===== src/hw/rtl/mlnps_pkg.sv =====
// ----------------------------------------------------------------------------
// mlnps_pkg
// Types and constants of the last-note-priority note stack.
// ----------------------------------------------------------------------------
`timescale 1ns / 1ps

package mlnps_pkg;

    localparam int NOTE_W    = 7;
    localparam int LEVEL_W   = 7;
    localparam int OP_W      = 2;
    localparam int COUNT_W   = 5;
    localparam int IN_DATA_W = 16;
    localparam int OUT_DATA_W = 32;

    localparam logic [OP_W-1:0] OP_NOTE_ON  = 2'd0;
    localparam logic [OP_W-1:0] OP_NOTE_OFF = 2'd1;
    localparam logic [OP_W-1:0] OP_ALL_OFF  = 2'd2;

    typedef struct packed {
        logic [NOTE_W-1:0]  note;
        logic [LEVEL_W-1:0] level;
    } entry_t;

endpackage


===== src/hw/rtl/mono_last_note_priority_stack.sv =====
// ----------------------------------------------------------------------------
// mono_last_note_priority_stack
// Monophonic last-note-priority stack of held notes and velocities.
// ----------------------------------------------------------------------------
//  channel | direction | handshake          | payload
//  s_      | in        | s_tvalid/s_tready  | s_tuser opcode, s_tdata note, velocity
//  m_      | out       | m_tvalid/m_tready  | m_tdata one status word per request
//
//  A note-on or note-off request passes the scan, shift and finish steps, then a
//  result step on a legato return, then the output step: the scan reads one entry
//  per cycle until a match or the last held entry, the shift moves one entry per
//  cycle, both through the stack memory. All-notes-off goes straight to output.
//  Reset (synchronous, aresetn low) empties the stack; no clearing pass.
//  A finished result waits in the output register; the next request is
//  taken while it waits and stalls only at its own output step.
// ----------------------------------------------------------------------------
`timescale 1ns / 1ps

module mono_last_note_priority_stack #(
    parameter int STACK_DEPTH = 16
) (
    input  logic                              aclk,
    input  logic                              aresetn,
    input  logic                              s_tvalid,
    output logic                              s_tready,
    // note[6:0], velocity[13:7], zero[15:14]
    input  logic [mlnps_pkg::IN_DATA_W-1:0]   s_tdata,
    // opcode[1:0]
    input  logic [mlnps_pkg::OP_W-1:0]        s_tuser,
    output logic                              m_tvalid,
    input  logic                              m_tready,
    // current_note[6:0], current_valid[7], current_level[14:8], prior_note[21:15],
    // prior_valid[22], glide[23], triggered[24], released[25], held_count[30:26],
    // zero[31]
    output logic [mlnps_pkg::OUT_DATA_W-1:0]  m_tdata
);
    import mlnps_pkg::*;

    localparam int AW = (STACK_DEPTH > 1) ? $clog2(STACK_DEPTH) : 1;
    localparam int CW = $clog2(STACK_DEPTH + 1);
    localparam logic [CW-1:0] DEPTH_MAX = CW'(STACK_DEPTH);
    localparam logic [AW-1:0] LAST_IDX  = AW'(STACK_DEPTH - 1);

    localparam logic [2:0] ST_IDLE  = 3'd0;
    localparam logic [2:0] ST_SCAN  = 3'd1;
    localparam logic [2:0] ST_SHIFT = 3'd2;
    localparam logic [2:0] ST_FIN   = 3'd3;
    localparam logic [2:0] ST_RES   = 3'd4;
    localparam logic [2:0] ST_OUT   = 3'd5;

    logic [2:0]         state_reg, state_next;
    logic [OP_W-1:0]    op_reg;
    logic [NOTE_W-1:0]  note_reg;
    logic [LEVEL_W-1:0] level_reg;
    logic [CW-1:0]      depth_reg;
    logic               snd_valid_reg;
    logic [NOTE_W-1:0]  snd_note_reg;
    logic [LEVEL_W-1:0] snd_level_reg;
    logic               pri_valid_reg;
    logic [NOTE_W-1:0]  pri_note_reg;
    logic               glide_reg;
    logic               trig_reg;
    logic               rel_reg;
    logic [CW-1:0]      scan_idx_reg;
    logic               pend_reg;
    logic [AW-1:0]      pend_idx_reg;
    logic [AW-1:0]      sh_idx_reg;
    logic [AW-1:0]      top_reg;
    logic               wpend_reg;
    logic [AW-1:0]      wpend_idx_reg;
    logic               m_tvalid_reg;
    logic [OUT_DATA_W-1:0] m_tdata_reg;

    entry_t             mem [STACK_DEPTH];
    entry_t             rd_data_reg;
    logic               mem_re;
    logic [AW-1:0]      mem_raddr;
    logic               mem_we;
    logic [AW-1:0]      mem_waddr;
    entry_t             mem_wdata;

    logic               accept;
    logic               hit;
    logic               scan_end;
    logic               shift_more;
    logic               sound_hit;
    logic               out_free;
    logic [CW-1:0]      depth_m1;

    assign s_tready   = (state_reg == ST_IDLE);
    assign accept     = s_tvalid && s_tready;
    assign hit        = pend_reg && (rd_data_reg.note == note_reg);
    assign scan_end   = (scan_idx_reg == depth_reg);
    assign shift_more = (sh_idx_reg < top_reg);
    assign sound_hit  = snd_valid_reg && (snd_note_reg == note_reg);
    assign out_free   = !m_tvalid_reg || m_tready;
    assign depth_m1   = depth_reg - CW'(1);
    assign m_tvalid   = m_tvalid_reg;
    assign m_tdata    = m_tdata_reg;

    // memory port control
    always_comb begin
        mem_re    = 1'b0;
        mem_raddr = '0;
        mem_we    = 1'b0;
        mem_waddr = '0;
        mem_wdata = rd_data_reg;
        unique case (state_reg)
            ST_SCAN: begin
                if (!hit && !scan_end) begin
                    mem_re    = 1'b1;
                    mem_raddr = scan_idx_reg[AW-1:0];
                end
            end
            ST_SHIFT: begin
                mem_we    = wpend_reg;
                mem_waddr = wpend_idx_reg;
                if (shift_more) begin
                    mem_re    = 1'b1;
                    mem_raddr = sh_idx_reg + AW'(1);
                end
            end
            ST_FIN: begin
                if (op_reg == OP_NOTE_ON) begin
                    mem_we          = 1'b1;
                    mem_waddr       = top_reg;
                    mem_wdata.note  = note_reg;
                    mem_wdata.level = level_reg;
                end else if (sound_hit && depth_reg != '0) begin
                    mem_re    = 1'b1;
                    mem_raddr = depth_m1[AW-1:0];
                end
            end
            default: begin
            end
        endcase
    end

    always_ff @(posedge aclk) begin
        if (mem_we) begin
            mem[mem_waddr] <= mem_wdata;
        end
        if (mem_re) begin
            rd_data_reg <= mem[mem_raddr];
        end
    end

    always_comb begin
        state_next = state_reg;
        unique case (state_reg)
            ST_IDLE: begin
                if (accept) begin
                    if (s_tuser == OP_NOTE_ON || s_tuser == OP_NOTE_OFF) begin
                        state_next = ST_SCAN;
                    end else begin
                        state_next = ST_OUT;
                    end
                end
            end
            ST_SCAN: begin
                if (hit || scan_end) begin
                    state_next = ST_SHIFT;
                end
            end
            ST_SHIFT: begin
                if (!shift_more) begin
                    state_next = ST_FIN;
                end
            end
            ST_FIN: begin
                if (op_reg != OP_NOTE_ON && sound_hit && depth_reg != '0) begin
                    state_next = ST_RES;
                end else begin
                    state_next = ST_OUT;
                end
            end
            ST_RES: state_next = ST_OUT;
            ST_OUT: begin
                if (out_free) begin
                    state_next = ST_IDLE;
                end
            end
            default: state_next = ST_IDLE;
        endcase
    end

    // request payload
    always_ff @(posedge aclk) begin
        if (accept) begin
            op_reg    <= s_tuser;
            note_reg  <= s_tdata[NOTE_W-1:0];
            level_reg <= s_tdata[NOTE_W+LEVEL_W-1:NOTE_W];
        end
    end

    always_ff @(posedge aclk) begin
        if (!aresetn) begin
            state_reg     <= ST_IDLE;
            depth_reg     <= '0;
            snd_valid_reg <= 1'b0;
            snd_note_reg  <= '0;
            snd_level_reg <= '0;
            pri_valid_reg <= 1'b0;
            pri_note_reg  <= '0;
            glide_reg     <= 1'b0;
            trig_reg      <= 1'b0;
            rel_reg       <= 1'b0;
            scan_idx_reg  <= '0;
            pend_reg      <= 1'b0;
            pend_idx_reg  <= '0;
            sh_idx_reg    <= '0;
            top_reg       <= '0;
            wpend_reg     <= 1'b0;
            wpend_idx_reg <= '0;
            m_tvalid_reg  <= 1'b0;
            m_tdata_reg   <= '0;
        end else begin
            state_reg <= state_next;
            if (m_tready && state_reg != ST_OUT) begin
                m_tvalid_reg <= 1'b0;
            end
            unique case (state_reg)
                ST_IDLE: begin
                    if (accept) begin
                        scan_idx_reg <= '0;
                        pend_reg     <= 1'b0;
                        trig_reg     <= (s_tuser == OP_NOTE_ON);
                        rel_reg      <= 1'b0;
                        case (s_tuser)
                            OP_NOTE_ON: begin
                                pri_valid_reg <= snd_valid_reg;
                                pri_note_reg  <= snd_note_reg;
                                glide_reg     <= snd_valid_reg;
                                snd_valid_reg <= 1'b1;
                                snd_note_reg  <= s_tdata[NOTE_W-1:0];
                                snd_level_reg <= s_tdata[NOTE_W+LEVEL_W-1:NOTE_W];
                            end
                            OP_ALL_OFF: begin
                                depth_reg     <= '0;
                                snd_valid_reg <= 1'b0;
                                snd_note_reg  <= '0;
                                snd_level_reg <= '0;
                                pri_valid_reg <= 1'b0;
                                pri_note_reg  <= '0;
                                glide_reg     <= 1'b0;
                            end
                            default: begin
                            end
                        endcase
                    end
                end
                ST_SCAN: begin
                    if (hit || scan_end) begin
                        wpend_reg <= 1'b0;
                        if (op_reg == OP_NOTE_ON) begin
                            if (hit) begin
                                sh_idx_reg <= pend_idx_reg;
                                top_reg    <= depth_m1[AW-1:0];
                            end else if (depth_reg < DEPTH_MAX) begin
                                sh_idx_reg <= depth_reg[AW-1:0];
                                top_reg    <= depth_reg[AW-1:0];
                                depth_reg  <= depth_reg + CW'(1);
                            end else begin
                                // full: drop the oldest entry
                                sh_idx_reg <= '0;
                                top_reg    <= LAST_IDX;
                            end
                        end else if (hit) begin
                            sh_idx_reg <= pend_idx_reg;
                            top_reg    <= depth_m1[AW-1:0];
                            depth_reg  <= depth_m1;
                        end else begin
                            sh_idx_reg <= '0;
                            top_reg    <= '0;
                        end
                    end else begin
                        pend_reg     <= 1'b1;
                        pend_idx_reg <= scan_idx_reg[AW-1:0];
                        scan_idx_reg <= scan_idx_reg + CW'(1);
                    end
                end
                ST_SHIFT: begin
                    if (shift_more) begin
                        wpend_reg     <= 1'b1;
                        wpend_idx_reg <= sh_idx_reg;
                        sh_idx_reg    <= sh_idx_reg + AW'(1);
                    end else begin
                        wpend_reg <= 1'b0;
                    end
                end
                ST_FIN: begin
                    if (op_reg != OP_NOTE_ON && sound_hit) begin
                        pri_valid_reg <= 1'b1;
                        pri_note_reg  <= snd_note_reg;
                        if (depth_reg == '0) begin
                            snd_valid_reg <= 1'b0;
                            snd_note_reg  <= '0;
                            snd_level_reg <= '0;
                            glide_reg     <= 1'b0;
                            rel_reg       <= 1'b1;
                        end
                    end
                end
                ST_RES: begin
                    // legato return to the new top of stack
                    snd_note_reg  <= rd_data_reg.note;
                    snd_level_reg <= rd_data_reg.level;
                    glide_reg     <= 1'b1;
                    trig_reg      <= 1'b1;
                end
                ST_OUT: begin
                    if (out_free) begin
                        m_tvalid_reg <= 1'b1;
                        m_tdata_reg  <= {1'b0, COUNT_W'(depth_reg), rel_reg, trig_reg,
                                         glide_reg, pri_valid_reg, pri_note_reg,
                                         snd_level_reg, snd_valid_reg, snd_note_reg};
                    end
                end
                default: begin
                end
            endcase
        end
    end

endmodule


===== config.mk =====
export PLATFORM = sky130hd
export DESIGN_NAME = mono_last_note_priority_stack
export DESIGN_NICKNAME = d
export VERILOG_FILES = /design/src/hw/rtl/mlnps_pkg.sv /design/src/hw/rtl/mono_last_note_priority_stack.sv
export SDC_FILE = /design/constraint.sdc
export NUM_CORES = 1
export LEC_CHECK = 0
export ABC_AREA = 1
export BUFFER_PORTS_ARGS = -buffer_cell sky130_fd_sc_hd__buf_2
export CORE_ASPECT_RATIO = 1.2
export CORE_MARGIN = 5
export CORE_UTILIZATION = 50
export CTS_CLUSTER_SIZE = 40
export DETAILED_ROUTE_END_ITERATION = 6
export GPL_TIMING_DRIVEN = 0
export PLACE_DENSITY = 0.67
export SLEW_MARGIN = 20
export SYNTH_ARGS = -nofsm -noshare
export SYNTH_HDL_FRONTEND = slang
export SYNTH_SLANG_ARGS = --single-unit

===== constraint.sdc =====
create_clock -name aclk -period 5 [get_ports aclk]
set_input_delay 1 -clock aclk [delete_from_list [all_inputs] [get_ports aclk]]
set_output_delay 1 -clock aclk [all_outputs]
set_load 0.03 [all_outputs]

==> results of run 1 <==
[per-layer routing]
metal | global-route usage | routed length [um]
met1 | 0.307 | 16500
met5 | 0 | 0
met3 | 0.0407 | 3180
met2 | 0.416 | 21100
met4 | 0.139 | 2770
[metrics by stage]
step | setup WS, ns | cells | hold WS, ns
after detailed placement | 2.00 | 2154 | 0.451
after global routing | 1.68 | 2218 | 0.479
final | 1.91 | 2218 | 0.458
after global placement | 0.776 | 2136 | 0.440
after floorplan | 2.26 | 1684 | 0.427
after CTS | 1.99 | 2218 | 0.459
[power breakdown]
| group | switching (mW) | internal, mW | leakage, nW | total (mW) |
|---|---|---|---|---|
| Combinational | 1.88 | 0.719 | 3.90 | 2.60 |
| Sequential | 0.147 | 3.62 | 3.02 | 3.76 |
| Clock | 1.11 | 1.52 | 0.565 | 2.63 |
| Total | 3.14 | 5.85 | 7.48 | 8.99 |
[worst paths after layout]
kind                                       start          endpoint  slack [ns]  cells after the start
worst max-delay path                depth_reg[0]    rd_data_reg[6]        1.91                     14
worst min register to register  wpend_idx_reg[1]  wpend_idx_reg[1]        0.46                      2
worst min-delay path            wpend_idx_reg[1]  wpend_idx_reg[1]        0.46                      2
worst max register to register      depth_reg[0]    rd_data_reg[6]        1.91                     14
[synthesized netlist by cell type (all sizes together)]
master / instances / area [um2]
a211oi: 1 / 7.51
a21oi: 81 / 405
a221oi: 5 / 43.8
a31oi: 3 / 18.8
a41oi: 1 / 8.76
buf: 66 / 352
clkbuf: 32 / 121
clkinv: 4 / 15.0
conb: 1 / 3.75
dfxtp: 89 / 1780
edfxtp: 254 / 7630
ha: 8 / 100
inv: 320 / 1200
nand2: 258 / 971
nand3: 240 / 1220
nand4: 118 / 744
nor2: 72 / 313
nor3: 7 / 35.0
o211ai: 6 / 45.0
o21a: 1 / 7.51
o21ai: 106 / 531
o22ai: 4 / 25.0
or2: 1 / 6.26
xnor2: 3 / 26.3
xor2: 3 / 26.3
[tightest hold or removal path, delay by kind of cell, from the launching register on]
family	cells	cell delay [ns]
flops	1	0.29
buf+inv	1	0.06
compound gates	1	0.06
[layout make-up]
| cell class | count | area [um2] | area share |
|---|---|---|---|
| plain buffers | 98 | 473 | 0.0265 |
| clock buffers | 48 | 1040 | 0.0583 |
| clock inverters | 16 | 110 | 0.00617 |
| inverters | 324 | 1220 | 0.0681 |
| multi-input cells | 919 | 4640 | 0.260 |
| flip-flops and latches | 343 | 9410 | 0.527 |
| well taps | 401 | 502 | 0.0281 |
| repair buffers | 69 | 462 | 0.0259 |
[cells in the final DEF, fill, tap and decap left out, types with 4 or more instances in the layout]
| cell type | n |
|---|---|
| inv_1 | 306 |
| nand2_1 | 257 |
| edfxtp_1 | 254 |
| nand3_1 | 236 |
| nand4_1 | 117 |
| buf_2 | 98 |
| o21ai_0 | 91 |
| dfxtp_1 | 89 |
| a21oi_1 | 81 |
| nor2_1 | 53 |
| clkbuf_16 | 39 |
| clkbuf_1 | 36 |
| inv_2 | 14 |
| o21ai_2 | 14 |
| nor2_2 | 14 |
| buf_6 | 14 |
| clkinv_1 | 10 |
| buf_1 | 10 |
| buf_4 | 9 |
| ha_1 | 8 |
| o211ai_1 | 6 |
| nor2_4 | 5 |
| a221oi_1 | 5 |
| clkinv_2 | 5 |
| nand3_2 | 4 |
| o22ai_1 | 4 |
| nor3_2 | 4 |
| buf_8 | 4 |
[cell families after synthesis]
| group | after synthesis | synth area share |
|---|---|---|
| fa+ha+maj | 8 | 0.00640 |
| flops | 343 | 0.602 |
| compound gates | 208 | 0.0699 |
| other cells | 1 | 0.000240 |
| simple gates | 696 | 0.210 |
| xor+xnor | 6 | 0.00336 |
| buf+inv | 422 | 0.108 |
==> impl_results.md, run 1 <==
- Count of cell types in the netlist: 36
- Hold Path Class: flop to flop
- Tcrit/Tclk final: 0.619
- Yosys reg bits: around 340
- Final routed DRC violation total: 4
- Drt total wl: 43,600 um
- Initial DRC Count: 1,099
- Worst-Skew Late Latency: between 0.5 and 0.6 ns
- Setup TNS: 0 ns
- Tmin final: about 3.1 ns
- Vias in the first global route: roughly 12,000
- Crit path max fanout: 10
- Max-slew violation count: 0
- CP Class: flop to flop
- CTS tree: yes
- CP top delay family: simple AND/OR/NAND/NOR gates
- RSZ-0062 raised after global routing: false
- Core area: just over 30,000 um2
- Clk pin slew, worst setup/hold paths: approximately 0.06 ns
- Synth warn: 0
- Vias per std cell: 5.60
- Hold Buf Count CTS: 0
- Port bufs: between 50 and 60
- Root Buffer: clkbuf_16
- Leakage power: between 7 and 8 nW
- Cell area after layout: around 18,000 um2
- Max FFs per register: 224
- Post-Syn Nets: about 1,700
- Critical path endpoint category: flop
- Gate Count Post-Synth: around 1,700
- WP data arrival: between 3 and 4 ns
- Peak supply drop: 389 uV
- Vias: approximately 12,000
- Largest net degree at the start of global routing: 20
- Gr ovfl total: 0
- ANT nets after route: 0
- DR pass1 iterations: 7
- Filler cells: between 2,000 and 3,000
- Worst clock skew: between 0.015 and 0.02 ns
- Crit path launch type: flop
- Required time worst endpoint: between 5 and 6 ns
- Slowest CP cell: dfxtp_1
- ANT cells: 0
- Placer Congestion: about 1
- Power density cells: 504 nW/um2
- Post-DP HPWL: 32,200 um
- Post-cts sizing count: 0
- Post-CTS setup buffers: 0
- GRT Total Usage: 0.249
- Slew @ Worst Pin: roughly 0.85 ns
- Final Setup Violations: 0
- Clock buffer depth: 3
- Buf+Inv Stages, Crit Path: 3
- Share of layout cells above drive strength 1: 0.130
- DP Area: 16,700 um2
- Slowest Stage Delay on Critical Path: 0.45 ns
- H-tree depth: 2
- Post-layout util: 0.574
- Cell Chain, Critical Path: clkinv_1 > ha_1 > nand2_1 > nor2_1 > nor2_4 > nand3_2 > nand3_2 > buf_6 > buf_2 > nand2_1 > nand3_1 > nand3_1 > nand3_1 > nand2_1
- Max Fclk: roughly 320 MHz
- First-pass GRT wire length: 66,800 um
- Final hold vios: 0
- Site Rows: slightly above 70
- Die W: ~170 um
- Failing checks: design-rule violations
- CTS buffer count: 37
- Initial antenna violation count: 0
- Clock Sinks: between 300 and 400
- Tot Pwr: 8.99 mW
- Final nets: 1,822
- Max-cap viol count: 0
- Slew margin rel.: 0.430
- Sequential cell area fraction in the yosys report: 0.602
- Status: complete, but fails checks
- I/O Pins: between 50 and 60
- Netlist Area Pre-Place: ~16,000 um2
- Starting Density: 0.503
- Die area: 34,900 um2
- Detail-routed net length per standard cell: 19.7 um
- Mean Syn Cell Area: approximately 9.3 um2
- Die Ht: between 200 and 250 um
- Area grow syn2layout: 14.2%
Note: power is estimated with default switching activity, not from simulation.
==> inputs of run 2 (changes only) <==
--- a/config.mk
+++ b/config.mk
@@ -5,7 +5,7 @@
 export SDC_FILE = /design/constraint.sdc
 export NUM_CORES = 1
 export LEC_CHECK = 0
-export ABC_AREA = 1
+export ABC_AREA = 0
 export BUFFER_PORTS_ARGS = -buffer_cell sky130_fd_sc_hd__buf_2
 export CORE_ASPECT_RATIO = 1.2
 export CORE_MARGIN = 5
==> constraint.sdc (replaced) <==
create_clock -name aclk -period 3 [get_ports aclk]
set_input_delay 0.6 -clock aclk [delete_from_list [all_inputs] [get_ports aclk]]
set_output_delay 0.6 -clock aclk [all_outputs]
set_load 0.03 [all_outputs]
==> impl_results.md, run 2 <==
- H-tree depth: 2
- Post-layout util: 0.613
- Share of layout cells above drive strength 1: 0.222
- Starting Density: 0.509
- Hold Path End: level_reg[5]
- CTS tree: yes
- Worst R2R Path Depth: 11
- Site Rows: 67
- Final routed DRC violation total: 0
- Final Setup Violations: 14
- Number of flops mapped to enable cells by yosys: about 250
- Top_reg_cell synth: edfxtp_1
- Async set or reset register ratio after synthesis: 0
- Most frequent cells in the layout: 254 x edfxtp_1, 129 x nand2_1, 90 x mux2i_1, 89 x dfxtp_1
- Vias in the first global route: slightly below 9,000
- Area grow syn2layout: 20.4%
- GRT Total Usage: 0.208
- CTS buffer count: 35
- Final nets: 1,238
- Count of cell types in the netlist: 56
- Detail-routed net length per standard cell: around 21 um
- CP Class: flop to flop
- First-pass GRT wire length: between 50,000 and 60,000 um
- Leakage power: approximately 5.8 nW
- Hold path cells: 1
- Max Fclk: about 280 MHz
- Gr ovfl total: 0
- Max FFs per register: around 220
- Die area: around 32,000 um2
- Worst clock skew: 0.0211 ns
- Synth area leaders: edfxtp_1 53%, dfxtp_1 12%, mux2i_1 7.4%, nand2_1 3.4%, a21boi_0 2.9%
- Port bufs: 51
- Slowest Stage Delay on Critical Path: approximately 0.56 ns
- Area share of the largest cell type after synthesis: 0.533
- Placer Congestion: 0.876
- Cell Chain, Critical Path: xnor2_1 > nand2_1 > or4_4 > and3_4 > a221o_1 > buf_6 > buf_12 > clkbuf_16 > mux2i_4 > o22ai_2 > or4_1
- Most common cell after layout, fill and taps aside: edfxtp_1
- Netlist Area Pre-Place: 14,300 um2
- RSZ-0062 raised after global routing: true
- Tot Pwr: approximately 13 mW
- Post-DP HPWL: between 20,000 and 25,000 um
- Slew margin rel.: 0.196
- ANT nets after route: 0
- DR pass1 iterations: 4
- Hold Path Class: input port to flop
- Tcrit/Tclk final: 1.18
- Initial DRC Count: between 700 and 800
- Power density cells: 747 nW/um2
- Yosys reg bits: 343
- Crit path launch type: flop
- Worst-Skew Late Latency: approximately 0.5 ns
- Die Ht: just under 200 um
- Most numerous cell in the Yosys netlist: edfxtp_1
- Root Buffer: clkbuf_16
- Clock Sinks: approximately 340
- Gate Count Post-Synth: 1,081
- R2R setup slack: -0.53 ns
- FF-to-FF End: rd_data_reg[12]
- I/O Pins: 56
- WP data arrival: around 3.8 ns
- Initial antenna violation count: 0
- Non-Filler Instances: around 1,600
- ANT cells: 0
- Mean Syn Cell Area: roughly 13 um2
- Synth warn: 0
- Sequential cell area fraction in the yosys report: 0.658
- Max-slew violation count: 0
- Peak supply drop: 633 uV
- Die W: between 150 and 200 um
- Required time worst endpoint: between 3 and 4 ns
- Worst Hold Launch: s_tdata[12]
- Vias per std cell: between 5 and 6
- Clock buffer depth: 3
- Vias: around 9,000
- Failing checks: negative setup slack
- Crit path max fanout: 7
- Largest net degree at the start of global routing: 18
- Slowest CP cell: or4_4
- Synth cell count leaders: 254 x edfxtp_1, 129 x nand2_1, 105 x mux2i_1, 89 x dfxtp_1, 55 x a21boi_0
- Cells after DPL: between 1,500 and 2,000
- Drt total wl: ~35,000 um
- Critical path endpoint category: flop
- Tmin final: 3.53 ns
- Critical R2R Launch: note_reg[3]
- Final setup margin: -0.529 ns
- Max-cap viol count: 0
- Core area: between 20,000 and 30,000 um2
- Status: complete, but fails checks
- Clk pin slew, worst setup/hold paths: roughly 0.070 ns
- Post-Syn Nets: roughly 1,100
- Slew @ Worst Pin: approximately 1.2 ns
- Biggest area consumer among synthesized cells: edfxtp_1
- Final hold vios: 0
[run 2: cell type report]
class                           count  area [um2]
Buffer                             65         487
Clock buffer                       44         912
Clock inverter                     16         128
Fill cell                        2134       10900
Inverter                           12        45.0
Multi-Input combinational cell    656        4930
Sequential cell                   343        9410
Tap cell                          379         474
Timing Repair Buffer               95         832
[run 2: logic make-up after synthesis]
kind of cell	count (synthesis)	synth area share
fa+ha+maj	8	0.00700
flops	343	0.658
xor+xnor	25	0.0153
mux	133	0.0956
simple gates	293	0.0974
buf+inv	82	0.0272
compound gates	196	0.0992
other cells	1	0.000262
[run 2: worst max-delay path: cells and delay by family (launching register included)]
kind	cells	cell delay, ns
AOI/OAI and AO/OA	2	0.50
and+or+nand+nor	4	1.45
xor gates and xnor gates	1	0.19
DFF	1	0.43
muxes	1	0.17
buffers and inverters	3	0.48
[run 2: report_power, final]
part	switching (mW)	internal, mW	total (mW)
logic	1.77	1.05	2.82
registers	0.264	5.70	5.96
clock network	1.75	2.33	4.08
[run 2: worst max-delay path by stage]
stage	startpoint	endpoint	slack [ns]	cells after the start
6_report	note_reg[3]	rd_data_reg[12]	-0.53	11
5_1_grt	note_reg[2]	rd_data_reg[13]	-0.59	10
4_1_cts	rd_data_reg[12]	rd_data_reg[1]	-0.57	11
3_5_place_dp	state_reg[2]	rd_data_reg[5]	-1.26	11
3_3_place_gp	state_reg[2]	rd_data_reg[5]	-1.38	11
2_1_floorplan	note_reg[4]	rd_data_reg[10]	-0.25	12
[run 2: repair_timing]
item / 4_1_cts / 5_1_grt
endpoints found under the setup margin: 378 / 154
buffers inserted: 18 / 16
hold buffers: 0 / 0
resized for setup: 80 / 41
gates cloned: 3 / 5
pin swaps: 27 / 18
[run 2: stage by stage]
stage                     worst slack (ns)  instance area [um2]  TNS (ns)  hold slack [ns]
after floorplan                     -0.255                14400     -3.52            0.441
after global placement               -1.38                15100   -143.87            0.450
after detailed placement             -1.26                15200    -58.87            0.454
after CTS                           -0.568                16800     -7.35            0.273
after global routing                -0.595                17200     -8.28            0.275
final                               -0.529                17200     -6.99            0.292
[run 2: routing by layer]
layer / vias up / share of wire / GRT usage
met5: - / 0 / 0
met4: 0 / 0.030 / 0.0622
met3: 59 / 0.049 / 0.0278
met2: 251 / 0.51 / 0.363
met1: 4513 / 0.41 / 0.271
li1: 4297 / - / -
